## config.mk

```make
export PLATFORM = sky130hd
export DESIGN_NAME = bracket_match_completion_score
export DESIGN_NICKNAME = d
export VERILOG_FILES = /design/src/design/bmc_pkg.sv /design/src/design/bmc_ctrl.sv /design/src/design/bmc_datapath.sv /design/src/design/bracket_match_completion_score.sv
export SDC_FILE = /design/constraint.sdc
export NUM_CORES = 1
export LEC_CHECK = 0
export BUFFER_PORTS_ARGS = -buffer_cell sky130_fd_sc_hd__buf_2
export CELL_PAD_IN_SITES_DETAIL_PLACEMENT = 1
export CELL_PAD_IN_SITES_GLOBAL_PLACEMENT = 1
export CORE_MARGIN = 3
export CORE_UTILIZATION = 54
export DETAILED_ROUTE_END_ITERATION = 12
export PLACE_DENSITY = 0.84
export RECOVER_POWER = 50
export SYNTH_ARGS = -nofsm -noshare
export SYNTH_HDL_FRONTEND = slang
export SYNTH_SLANG_ARGS = --single-unit
```

## constraint.sdc

```tcl
create_clock -name clk -period 5.5 [get_ports clk]
set_input_delay 1.1 -clock clk [delete_from_list [all_inputs] [get_ports clk]]
set_output_delay 1.1 -clock clk [all_outputs]
set_load 0.1 [all_outputs]
```

## src/design/bmc_pkg.sv

```systemverilog
// bmc_pkg: shared types, codes and the character decoder for the bracket checker
// used by bmc_ctrl, bmc_datapath and bracket_match_completion_score
// no dependencies
package bmc_pkg;

    // input command codes
    localparam logic CMD_CHAR = 1'b0;
    localparam logic CMD_EOL  = 1'b1;

    // line status codes
    localparam logic [1:0] ST_OK       = 2'd0;
    localparam logic [1:0] ST_CORRUPT  = 2'd1;
    localparam logic [1:0] ST_INVALID  = 2'd2;
    localparam logic [1:0] ST_OVERFLOW = 2'd3;

    // bracket kind codes
    localparam logic [1:0] KIND_PAREN  = 2'd0;
    localparam logic [1:0] KIND_SQUARE = 2'd1;
    localparam logic [1:0] KIND_CURLY  = 2'd2;
    localparam logic [1:0] KIND_ANGLE  = 2'd3;

    // bracket characters
    localparam logic [7:0] CH_OPEN_PAREN   = 8'h28;
    localparam logic [7:0] CH_CLOSE_PAREN  = 8'h29;
    localparam logic [7:0] CH_OPEN_SQUARE  = 8'h5B;
    localparam logic [7:0] CH_CLOSE_SQUARE = 8'h5D;
    localparam logic [7:0] CH_OPEN_CURLY   = 8'h7B;
    localparam logic [7:0] CH_CLOSE_CURLY  = 8'h7D;
    localparam logic [7:0] CH_OPEN_ANGLE   = 8'h3C;
    localparam logic [7:0] CH_CLOSE_ANGLE  = 8'h3E;

    // controller states
    typedef enum logic [1:0] {
        S_IDLE,
        S_REFILL,
        S_DRAIN,
        S_FINISH
    } state_t;

    // decoded character
    typedef struct packed {
        logic       is_open;
        logic       is_close;
        logic [1:0] kind;
    } sym_class_t;

    // controller to datapath commands
    typedef struct packed {
        logic char_step;
        logic load_top;
        logic eol_start;
        logic drain;
        logic finish;
    } ctrl_cmd_t;

    // datapath to controller status
    typedef struct packed {
        logic pop_hit;
        logic drain_busy;
        logic out_busy;
    } dp_status_t;

    // classify one character byte
    function automatic sym_class_t classify(input logic [7:0] ch);
        sym_class_t c;
        c = '{is_open: 1'b0, is_close: 1'b0, kind: KIND_PAREN};
        unique case (ch)
            CH_OPEN_PAREN:   c = '{is_open: 1'b1, is_close: 1'b0, kind: KIND_PAREN};
            CH_OPEN_SQUARE:  c = '{is_open: 1'b1, is_close: 1'b0, kind: KIND_SQUARE};
            CH_OPEN_CURLY:   c = '{is_open: 1'b1, is_close: 1'b0, kind: KIND_CURLY};
            CH_OPEN_ANGLE:   c = '{is_open: 1'b1, is_close: 1'b0, kind: KIND_ANGLE};
            CH_CLOSE_PAREN:  c = '{is_open: 1'b0, is_close: 1'b1, kind: KIND_PAREN};
            CH_CLOSE_SQUARE: c = '{is_open: 1'b0, is_close: 1'b1, kind: KIND_SQUARE};
            CH_CLOSE_CURLY:  c = '{is_open: 1'b0, is_close: 1'b1, kind: KIND_CURLY};
            CH_CLOSE_ANGLE:  c = '{is_open: 1'b0, is_close: 1'b1, kind: KIND_ANGLE};
            default:         c = '{is_open: 1'b0, is_close: 1'b0, kind: KIND_PAREN};
        endcase
        return c;
    endfunction

endpackage

```

## src/design/bmc_ctrl.sv

```systemverilog
// bmc_ctrl: sequencing state machine for the bracket checker
// depends on bmc_pkg for state, command and status types
module bmc_ctrl
(
    input  logic                clk,
    input  logic                rst_n,
    input  logic                item_valid,
    input  logic                command,
    output logic                item_stall,
    output bmc_pkg::ctrl_cmd_t  cmd,
    input  bmc_pkg::dp_status_t status
);
    import bmc_pkg::*;

    state_t state_reg;
    state_t state_next;

    // state register
    always_ff @(posedge clk or negedge rst_n)
    begin
        if (!rst_n)
        begin
            state_reg <= S_IDLE;
        end
        else
        begin
            state_reg <= state_next;
        end
    end

    // next state
    always_comb
    begin
        state_next = state_reg;
        unique case (state_reg)
            S_IDLE:
            begin
                if (item_valid)
                begin
                    if (command == CMD_EOL)
                    begin
                        state_next = S_DRAIN;
                    end
                    else if (status.pop_hit)
                    begin
                        state_next = S_REFILL;
                    end
                end
            end
            S_REFILL:
            begin
                state_next = S_IDLE;
            end
            S_DRAIN:
            begin
                if (!status.drain_busy)
                begin
                    state_next = S_FINISH;
                end
            end
            S_FINISH:
            begin
                if (!status.out_busy)
                begin
                    state_next = S_IDLE;
                end
            end
            default:
            begin
                state_next = S_IDLE;
            end
        endcase
    end

    // command outputs
    always_comb
    begin
        cmd        = '0;
        item_stall = 1'b1;
        unique case (state_reg)
            S_IDLE:
            begin
                item_stall    = 1'b0;
                cmd.char_step = item_valid && (command == CMD_CHAR);
                cmd.eol_start = item_valid && (command == CMD_EOL);
            end
            S_REFILL:
            begin
                cmd.load_top = 1'b1;
            end
            S_DRAIN:
            begin
                cmd.drain = 1'b1;
            end
            S_FINISH:
            begin
                cmd.finish = !status.out_busy;
            end
            default:
            begin
                cmd = '0;
            end
        endcase
    end

endmodule

```

## src/design/bmc_datapath.sv

```systemverilog
// bmc_datapath: bracket stack memory, fault tracking, score accumulator and result register
// depends on bmc_pkg for codes, the character decoder and command/status types
module bmc_datapath
#(
    parameter int STACK_DEPTH = 128
)
(
    input  logic                clk,
    input  logic                rst_n,
    input  logic [7:0]          symbol,
    input  bmc_pkg::ctrl_cmd_t  cmd,
    output bmc_pkg::dp_status_t status,
    output logic                result_valid,
    input  logic                result_stall,
    output logic [1:0]          line_status,
    output logic [63:0]         score,
    output logic [7:0]          open_count
);
    import bmc_pkg::*;

    localparam int DW = $clog2(STACK_DEPTH + 1);
    localparam int IW = $clog2(STACK_DEPTH);

    // stack storage
    logic [1:0]    stack_mem [STACK_DEPTH];
    logic          wr_en;
    logic [IW-1:0] wr_idx;
    logic          rd_en;
    logic [IW-1:0] rd_idx;
    logic [1:0]    rd_data_reg;

    logic [DW-1:0] depth_reg, depth_next;
    logic [1:0]    fault_reg, fault_next;
    logic [1:0]    top_reg, top_next;
    logic [DW-1:0] walk_reg, walk_next;
    logic          rd_pend_reg, rd_pend_next;
    logic [63:0]   acc_reg, acc_next;
    logic          out_valid_reg, out_valid_next;
    logic [1:0]    line_status_reg;
    logic [63:0]   score_reg;
    logic [7:0]    open_count_reg;

    sym_class_t    sym;
    logic          depth_full;
    logic          depth_zero;
    logic [DW-1:0] depth_dec;
    logic [DW-1:0] depth_dec2;
    logic [DW-1:0] walk_dec;

    assign sym        = classify(symbol);
    assign depth_full = (depth_reg == DW'(STACK_DEPTH));
    assign depth_zero = (depth_reg == '0);
    assign depth_dec  = depth_reg - DW'(1);
    assign depth_dec2 = depth_reg - DW'(2);
    assign walk_dec   = walk_reg - DW'(1);

    // status to the controller
    assign status.pop_hit    = (fault_reg == ST_OK) && sym.is_close && !depth_zero
                               && (top_reg == sym.kind);
    assign status.drain_busy = (walk_reg != '0) || rd_pend_reg;
    assign status.out_busy   = out_valid_reg && result_stall;

    // memory port control: push writes, refill or drain reads
    always_comb
    begin
        wr_en  = cmd.char_step && (fault_reg == ST_OK) && sym.is_open && !depth_full;
        wr_idx = depth_reg[IW-1:0];
        rd_en  = 1'b0;
        rd_idx = walk_dec[IW-1:0];
        if (cmd.char_step && status.pop_hit && (depth_reg >= DW'(2)))
        begin
            rd_en  = 1'b1;
            rd_idx = depth_dec2[IW-1:0];
        end
        else if (cmd.drain && (walk_reg != '0))
        begin
            rd_en  = 1'b1;
            rd_idx = walk_dec[IW-1:0];
        end
    end

    always_ff @(posedge clk)
    begin
        if (wr_en)
        begin
            stack_mem[wr_idx] <= sym.kind;
        end
        if (rd_en)
        begin
            rd_data_reg <= stack_mem[rd_idx];
        end
    end

    // line processing, scoring walk and result load
    always_comb
    begin
        depth_next     = depth_reg;
        fault_next     = fault_reg;
        top_next       = top_reg;
        walk_next      = walk_reg;
        rd_pend_next   = rd_pend_reg;
        acc_next       = acc_reg;
        out_valid_next = out_valid_reg && result_stall;

        if (cmd.char_step && (fault_reg == ST_OK))
        begin
            if (sym.is_open)
            begin
                if (depth_full)
                begin
                    fault_next = ST_OVERFLOW;
                end
                else
                begin
                    depth_next = depth_reg + DW'(1);
                    top_next   = sym.kind;
                end
            end
            else if (sym.is_close)
            begin
                if (status.pop_hit)
                begin
                    depth_next = depth_dec;
                end
                else
                begin
                    fault_next = ST_CORRUPT;
                end
            end
            else
            begin
                fault_next = ST_INVALID;
            end
        end

        if (cmd.load_top)
        begin
            top_next = rd_data_reg;
        end

        if (cmd.eol_start)
        begin
            walk_next    = (fault_reg == ST_OK) ? depth_reg : '0;
            rd_pend_next = 1'b0;
            acc_next     = '0;
        end

        // score = score * 5 + kind + 1, one stack entry a cycle
        if (cmd.drain)
        begin
            rd_pend_next = (walk_reg != '0);
            if (walk_reg != '0)
            begin
                walk_next = walk_dec;
            end
            if (rd_pend_reg)
            begin
                acc_next = {acc_reg[61:0], 2'b00} + acc_reg + {62'd0, rd_data_reg} + 64'd1;
            end
        end

        if (cmd.finish)
        begin
            out_valid_next = 1'b1;
            depth_next     = '0;
            fault_next     = ST_OK;
        end
    end

    always_ff @(posedge clk or negedge rst_n)
    begin
        if (!rst_n)
        begin
            depth_reg     <= '0;
            fault_reg     <= ST_OK;
            walk_reg      <= '0;
            rd_pend_reg   <= 1'b0;
            acc_reg       <= '0;
            out_valid_reg <= 1'b0;
        end
        else
        begin
            depth_reg     <= depth_next;
            fault_reg     <= fault_next;
            walk_reg      <= walk_next;
            rd_pend_reg   <= rd_pend_next;
            acc_reg       <= acc_next;
            out_valid_reg <= out_valid_next;
        end
    end

    // top of stack cache and result payload
    always_ff @(posedge clk)
    begin
        top_reg <= top_next;
        if (cmd.finish)
        begin
            line_status_reg <= fault_reg;
            score_reg       <= acc_reg;
            open_count_reg  <= 8'(depth_reg);
        end
    end

    assign result_valid = out_valid_reg;
    assign line_status  = line_status_reg;
    assign score        = score_reg;
    assign open_count   = open_count_reg;

`ifndef NO_ASSERTIONS
    // stack never grows past its depth
    a_depth_bound: assert property (@(posedge clk) disable iff (!rst_n)
        depth_reg <= DW'(STACK_DEPTH))
        else $error("stack depth beyond capacity");

    // a finished line leaves the stack empty and the line clean
    a_line_cleared: assert property (@(posedge clk) disable iff (!rst_n)
        cmd.finish |=> (depth_reg == '0) && (fault_reg == ST_OK))
        else $error("line state not cleared after result");

    // a faulted line reports a zero score
    a_fault_score: assert property (@(posedge clk) disable iff (!rst_n)
        (result_valid && (line_status != ST_OK)) |-> (score == 64'd0))
        else $error("nonzero score on faulted line");

    // a result is never loaded over one that is still stalled
    a_no_overwrite: assert property (@(posedge clk) disable iff (!rst_n)
        cmd.finish |-> !(out_valid_reg && result_stall))
        else $error("result overwritten while stalled");
`endif

endmodule

```

## src/design/bracket_match_completion_score.sv

```systemverilog
// bracket_match_completion_score: top level, checks bracket balance per line and scores
// completions; depends on bmc_pkg, bmc_ctrl and bmc_datapath
// timing: a character is handled in the cycle it is taken; a matching closer also passes
// through the refill state (top of stack refill read) before the next transfer is taken
// end of line: the drain state walks the open brackets of a clean line (one stack read per
// cycle), then finish loads the result, which waits on a stalled result; then transfers resume
// reset: rst_n asynchronous active low, clears stack depth, line fault and result valid
module bracket_match_completion_score
#(
    parameter int STACK_DEPTH = 128
)
(
    input  logic        clk,
    input  logic        rst_n,
    input  logic        item_valid,
    output logic        item_stall,
    input  logic        command,
    input  logic [7:0]  symbol,
    output logic        result_valid,
    input  logic        result_stall,
    output logic [1:0]  line_status,
    output logic [63:0] score,
    output logic [7:0]  open_count
);
    import bmc_pkg::*;

    ctrl_cmd_t  cmd;
    dp_status_t status;

    // sequencing
    bmc_ctrl u_ctrl
    (
        .clk        (clk),
        .rst_n      (rst_n),
        .item_valid (item_valid),
        .command    (command),
        .item_stall (item_stall),
        .cmd        (cmd),
        .status     (status)
    );

    // stack, scoring and result
    bmc_datapath #(
        .STACK_DEPTH (STACK_DEPTH)
    ) u_datapath
    (
        .clk          (clk),
        .rst_n        (rst_n),
        .symbol       (symbol),
        .cmd          (cmd),
        .status       (status),
        .result_valid (result_valid),
        .result_stall (result_stall),
        .line_status  (line_status),
        .score        (score),
        .open_count   (open_count)
    );

endmodule
```

# [Yosys cells after proc, flatten, opt, wreduce, memory -nomap -nowiden]
# Memory sizes are Yosys's and may differ from the RTL's. A register that Yosys moved wholly into a read port is not among the register bits.
# Cells that the tools add are included.
[word_totals] rom_bits=0 mem_bits_rw=256 word_cells=116 output_inout_bits=76 n_memories=1 latch_bits=0 register_bits=162
[classes] mul=0 n_shift=0 add_sub_neg=7 div=0 n_bitwise=1 n_reduce_logical=30 mux=44 n_lt_le_gt_ge=1 eq_ne=21
[mem_list] memory="u_datapath.stack_mem" words=128 word_bits=2 rd=1 rd_ports_with_merged_regs=1 write_ports=1 line="bmc_datapath.sv:25" source="logic [1:0] stack_mem [STACK_DEPTH];"
[ops] operator="$mux W64" n=3
[ops] operator="$mux W8" n=10
[ops] operator="$add A64 B1 Y64 const B" n=1
[ops] operator="$add A64 B2 Y64" n=1
[ops] operator="$add A64 B64 Y64" n=1
[ops] operator="$eq A8 B6 Y1 const B" n=4
[ops] operator="$eq A8 B7 Y1 const B" n=4
[ops] operator="$pmux W4 S8" n=1
[ops] operator="$mux W2" n=15
[ops] operator="$sub A8 B1 Y8 const B" n=2
[ops] operator="$mux W1" n=13
[ops] operator="$logic_and A1 B1 Y1" n=12
[ops] operator="$add A8 B1 Y8 const B" n=1
[ops] operator="$eq A8 B8 Y1 const B" n=1
[ops] operator="$ge A8 B2 Y1 const B" n=1
[ops] operator="$logic_not A8 Y1" n=1
[ops] operator="$ne A2 B2 Y1 const B" n=4
[ops] operator="$pmux W2 S4" n=1
[ops] operator="$reduce_and A4 Y1" n=2
[ops] operator="$reduce_bool A2 Y1" n=4
[ops] operator="$reduce_bool A8 Y1" n=1
[ops] operator="$mux W7" n=1
[ops] operator="$sub A7 B2 Y7 const B" n=1
[ops] operator="$ne A3 B3 Y1 const B" n=2
[ops] operator="other kinds (11)" n=17

# [Depth between registers and ports, before layout]
[depth] ltp_word=10 ltp_mapped=16

# [Hierarchy]
# From an unflattened synthesis, not the netlist that was laid out.
[hier_totals] hier_cells=1906 hier_area_um2=21037.7
[by_module_without_submodules] module="bmc_datapath" seq_area_each_um2=12131.6 area_per_inst_um2=20892.5 n_inst=1 cells_per_inst=1890
[by_module_without_submodules] module="bmc_ctrl" seq_area_each_um2=50.0 area_per_inst_um2=145.1 n_inst=1 cells_per_inst=16

# [Worst setup path before layout]
# OpenSTA, ideal clock, no wires.
[synth_timing] kind="input to register" startpoint="input symbol[7]" endpoint="memory u_datapath.stack_mem[0][0] (data pin)" arrival_time_ns=6.759 slack_ns=-2.463 t_required_ns=4.296 path_stages=3 path_cell_list="nand3b_1 -> or3_1 -> o21ai_0"
[synth_rtl] item="start: declaration" line="bracket_match_completion_score.sv:18" source="input logic [7:0] symbol,"
[synth_rtl] item="end: declaration" line="bmc_datapath.sv:25"

# [Worst setup path after layout]
[layout_timing] startpoint="register u_datapath.depth_reg[3]" endpoint="register u_datapath.rd_data_reg[1], read port of u_datapath.stack_mem (data pin)"
[layout_via] elab_chain_cells=7
[layout_rtl] item="start: declaration" line="bmc_datapath.sv:32" source="logic [DW-1:0] depth_reg, depth_next;"
[layout_rtl] item="start signal: assignment" line="bmc_datapath.sv:183" source="depth_reg <= depth_next;"
[layout_rtl] item="branches (longest 7 deep; another with $ge A8 B2 Y1)"
[layout_rtl] item="end: declaration" line="bmc_datapath.sv:30" source="logic [1:0] rd_data_reg;"
# Several ways; the timed one is not identified.
# A chain may end at the register's enable or synchronous reset.

==> results_dict.tcl <==
set metrics [dict create \
    start_kind "flip-flop" \
    cts_resized 0 \
    worstReg2RegEnd "u_datapath.rd_data_reg[1]" \
    n_antenna_cell 0 \
    drtIter0Drc 1307 \
    stdcell_count 2459 \
    dieHeight_um 201 \
    nets 2009 \
    grt_pass1_wl_um 96000 \
    tightest_slew_ns 2.75 \
    clock.fmax_ghz 0.218 \
    synthCells 1850 \
    fin_crit_sh 0.835 \
    worstReg2RegStart "u_datapath.depth_reg[3]" \
    hold_slack_ns 0.514 \
    synth.distinct_cells 75 \
    post-place-cells 2375 \
    place_area_um2 21600 \
    io_pins 89 \
    p_int_mw 8.20 \
    largest_register_ffs 256 \
    hold_viol_final 0 \
    r2r_cells 14 \
    critPathCaptureType "flip-flop" \
    yosysSeqAreaShare 0.590 \
    slowest_stage "dfrtp_1" \
    p_total_mw 15.0 \
    grt_max_degree 102 \
    cts_made_buffers 45 \
    finalSetupViolations 0 \
    grt_pass1_vias 16700 \
    antenna_found_initial 0 \
    violations "max-capacitance violations, max-slew violations" \
    cts_tree "yes" \
    ff2ff_setup_slack_ns 0.91 \
    synth-edff-count 334 \
    synthTopCellsByArea "edfxtp_1, dfrtp_1, nand2_1" \
    cp.arrival_ns 4.92 \
    outcome "finished with violations" \
    pwr-share-clk 0.208 \
    regArea_um2 12200 \
    combPwrFrac 0.496 \
    finalMaxSlewViolations 339 \
    power_per_cell_area_nw_per_um2 653 \
    worstPathRequired_ns 5.82 \
    sequentialPowerShare 0.296 \
    grt_usage 0.299 \
    clk_pin_slew_worst_paths_ns 0.06 \
    ir_drop_uv 378 \
    core_area_um2 37100 \
    layout_setup_ws_ns 0.909 \
    ys_seq_elements 420 \
    postCtsSetupBuffers 0 \
    hold_buffers 0 \
    gp_congestion 0.892 \
    critical_path_class "reg -> reg" \
    worstPathMaxFanout 32 \
    viasPerCell 6.36 \
    hp-class "reg -> reg" \
    drive_gt1_frac 0.0675 \
    final_util 0.619 \
    portBuffers 88 \
    clkLatencyLatePin_ns 0.61 \
    slew_headroom -0.840 \
    grt_overflow 0 \
    vias 15600 \
    ys.flop_type "edfxtp_1" \
    yosysWarnings 0 \
    p_sw_mw 6.81 \
    wl_per_cell_um 24.8 \
    async_reset_ff_frac 0.205 \
    clock_skew_ns 0.0200 \
    die_area_um2 40600 \
    swShare 0.454 \
    syn-num-nets 1941 \
    rsz0062_at_grt "false" \
    clockRootBuffer "clkbuf_16" \
    multiInputGateArea_um2 7960 \
    firstDrtPassIters 8 \
    cpPeakStageDelay_ns 0.59 \
    ant_nets 0 \
    synth_area_leader_cell "edfxtp_1" \
    fin_setup_tns_ns 0 \
    min_period_ns 4.59 \
    syn_area_um2 20600 \
    post-dp-hpwl_um 39500 \
    fill_cells 3929 \
    synth_top_area_frac 0.486 \
    finalInstanceArea_um2 23000 \
    synth.avg_cell_area_um2 11.2 \
    clock-sinks 420 \
    cap_violations 5 \
    p_leak_nw 8.64 \
    die_x_um 201 \
    start_util 0.556 \
    cp_common_cell "mux2i_1" \
    pre_cts_ws_ns 0.566 \
    drcViolationCount 0 \
    cp_cell_sequence "or3_1 -> or4_1 -> o31a_1 -> o2111ai_4 -> mux2i_4 -> buf_12 -> buf_4 -> mux2i_1 -> a32oi_1 -> and3_1 -> a31oi_1 -> nand3_1 -> a21oi_1 -> mux2i_1" \
    htree_levels 2 \
    setup.worst_path.end "u_datapath.rd_data_reg[1]" \
    crit_start "u_datapath.depth_reg[3]" \
    area_growth_pct 11.4 \
    rows 70 \
    wl_um 60900 \
    cts-root-to-sink-buffers 3 \
]
Yosys cell counts (4+ instances only):
cell,number
or2_2,5
dfrtp_1,86
xnor2_1,43
a222oi_1,9
mux2i_1,50
and3_1,20
nand4_1,25
edfxtp_1,334
inv_1,32
a311oi_1,4
nand2_1,265
mux2_2,4
a211oi_1,12
o21ai_0,108
nand3_1,127
o211ai_1,10
a31oi_1,37
ha_1,76
nor2_1,175
and2_1,8
xor2_1,33
o31ai_1,9
nor4_1,4
o21bai_1,9
buf_2,22
nand2b_1,22
a21o_1,42
a32oi_1,20
or3_1,5
nor3_1,21
nor2b_1,14
buf_6,7
a21oi_1,82
o21a_1,7
clkbuf_1,63
how the worst min path moves through the flow:
stage                             from                        end  slack, ns  cells after the start
2_1_floorplan   u_datapath.acc_reg[63]       u_datapath.score[63]       0.45                      0
3_3_place_gp   u_datapath.fault_reg[0]  u_datapath.line_status[0]       0.48                      0
3_5_place_dp   u_datapath.fault_reg[0]  u_datapath.line_status[0]       0.50                      0
4_1_cts                          rst_n    u_datapath.depth_reg[5]       0.51                      1
5_1_grt         u_datapath.acc_reg[51]       u_datapath.score[51]       0.54                      0
6_report        u_datapath.acc_reg[53]       u_datapath.score[53]       0.51                      0
worst max-delay path: cells and delay by family, from the launching register on:
family | cells | cell delay, ns
AO/OA/AOI/OAI | 5 | 1.11
multiplexers | 3 | 0.69
AND/OR/NAND/NOR | 4 | 1.36
buffers and inverters | 2 | 0.54
flip-flops | 1 | 0.59
cell usage in the layout, fill, tap and decap left out, types with 33 or more instances in the layout:
master and n:
xor2_1 33, nand3_1 126, ha_1 76, nor2_1 174
clkbuf_16 47, clkbuf_1 89, a21o_1 42, xnor2_1 43
o21ai_0 107, dfrtp_1 86, a31oi_1 37, mux2i_1 48
edfxtp_1 334, nand2_1 264, a21oi_1 82
power groups by stage:
stage	logic (mW)	clock network, mW	registers, mW
final	7.45	3.12	4.44
after CTS	7.38	3.15	4.42
after global placement	6.87	0	4.45
after global routing	8.06	3.29	4.50
after detailed placement	7.26	0	4.48
after floorplan	4.72	0	4.97
cell families (layout without fill, tap and decap cells):
kind of cell             after synthesis  after routing  synth area share
AO/OA/AOI/OAI                        390            390             0.123
XOR/XNOR                              76             76            0.0323
adder cells (fa/ha/maj)               78             78            0.0480
buffers and inverters                126            231            0.0270
flip-flops                           420            420             0.590
multiplexers                          54             54            0.0264
AND/OR/NAND/NOR                      706            706             0.153
final cells by class:
type	count	share of cell area
clock inverter	25	0.0107
timing repair buffer	115	0.0257
tap	504	0.0274
multi-input combinational	1304	0.346
clock buffer	59	0.0549
sequential	420	0.530
inverter	32	0.00528
per-layer routing:
metal | track usage | share of wire | up-vias
met5 | 0 | 0 | -
met4 | 0.0924 | 0.031 | 0
met3 | 0.0531 | 0.070 | 145
met2 | 0.498 | 0.48 | 669
met1 | 0.405 | 0.42 | 7862
li1 | - | - | 6954
Power figures use the tool's default switching activity.
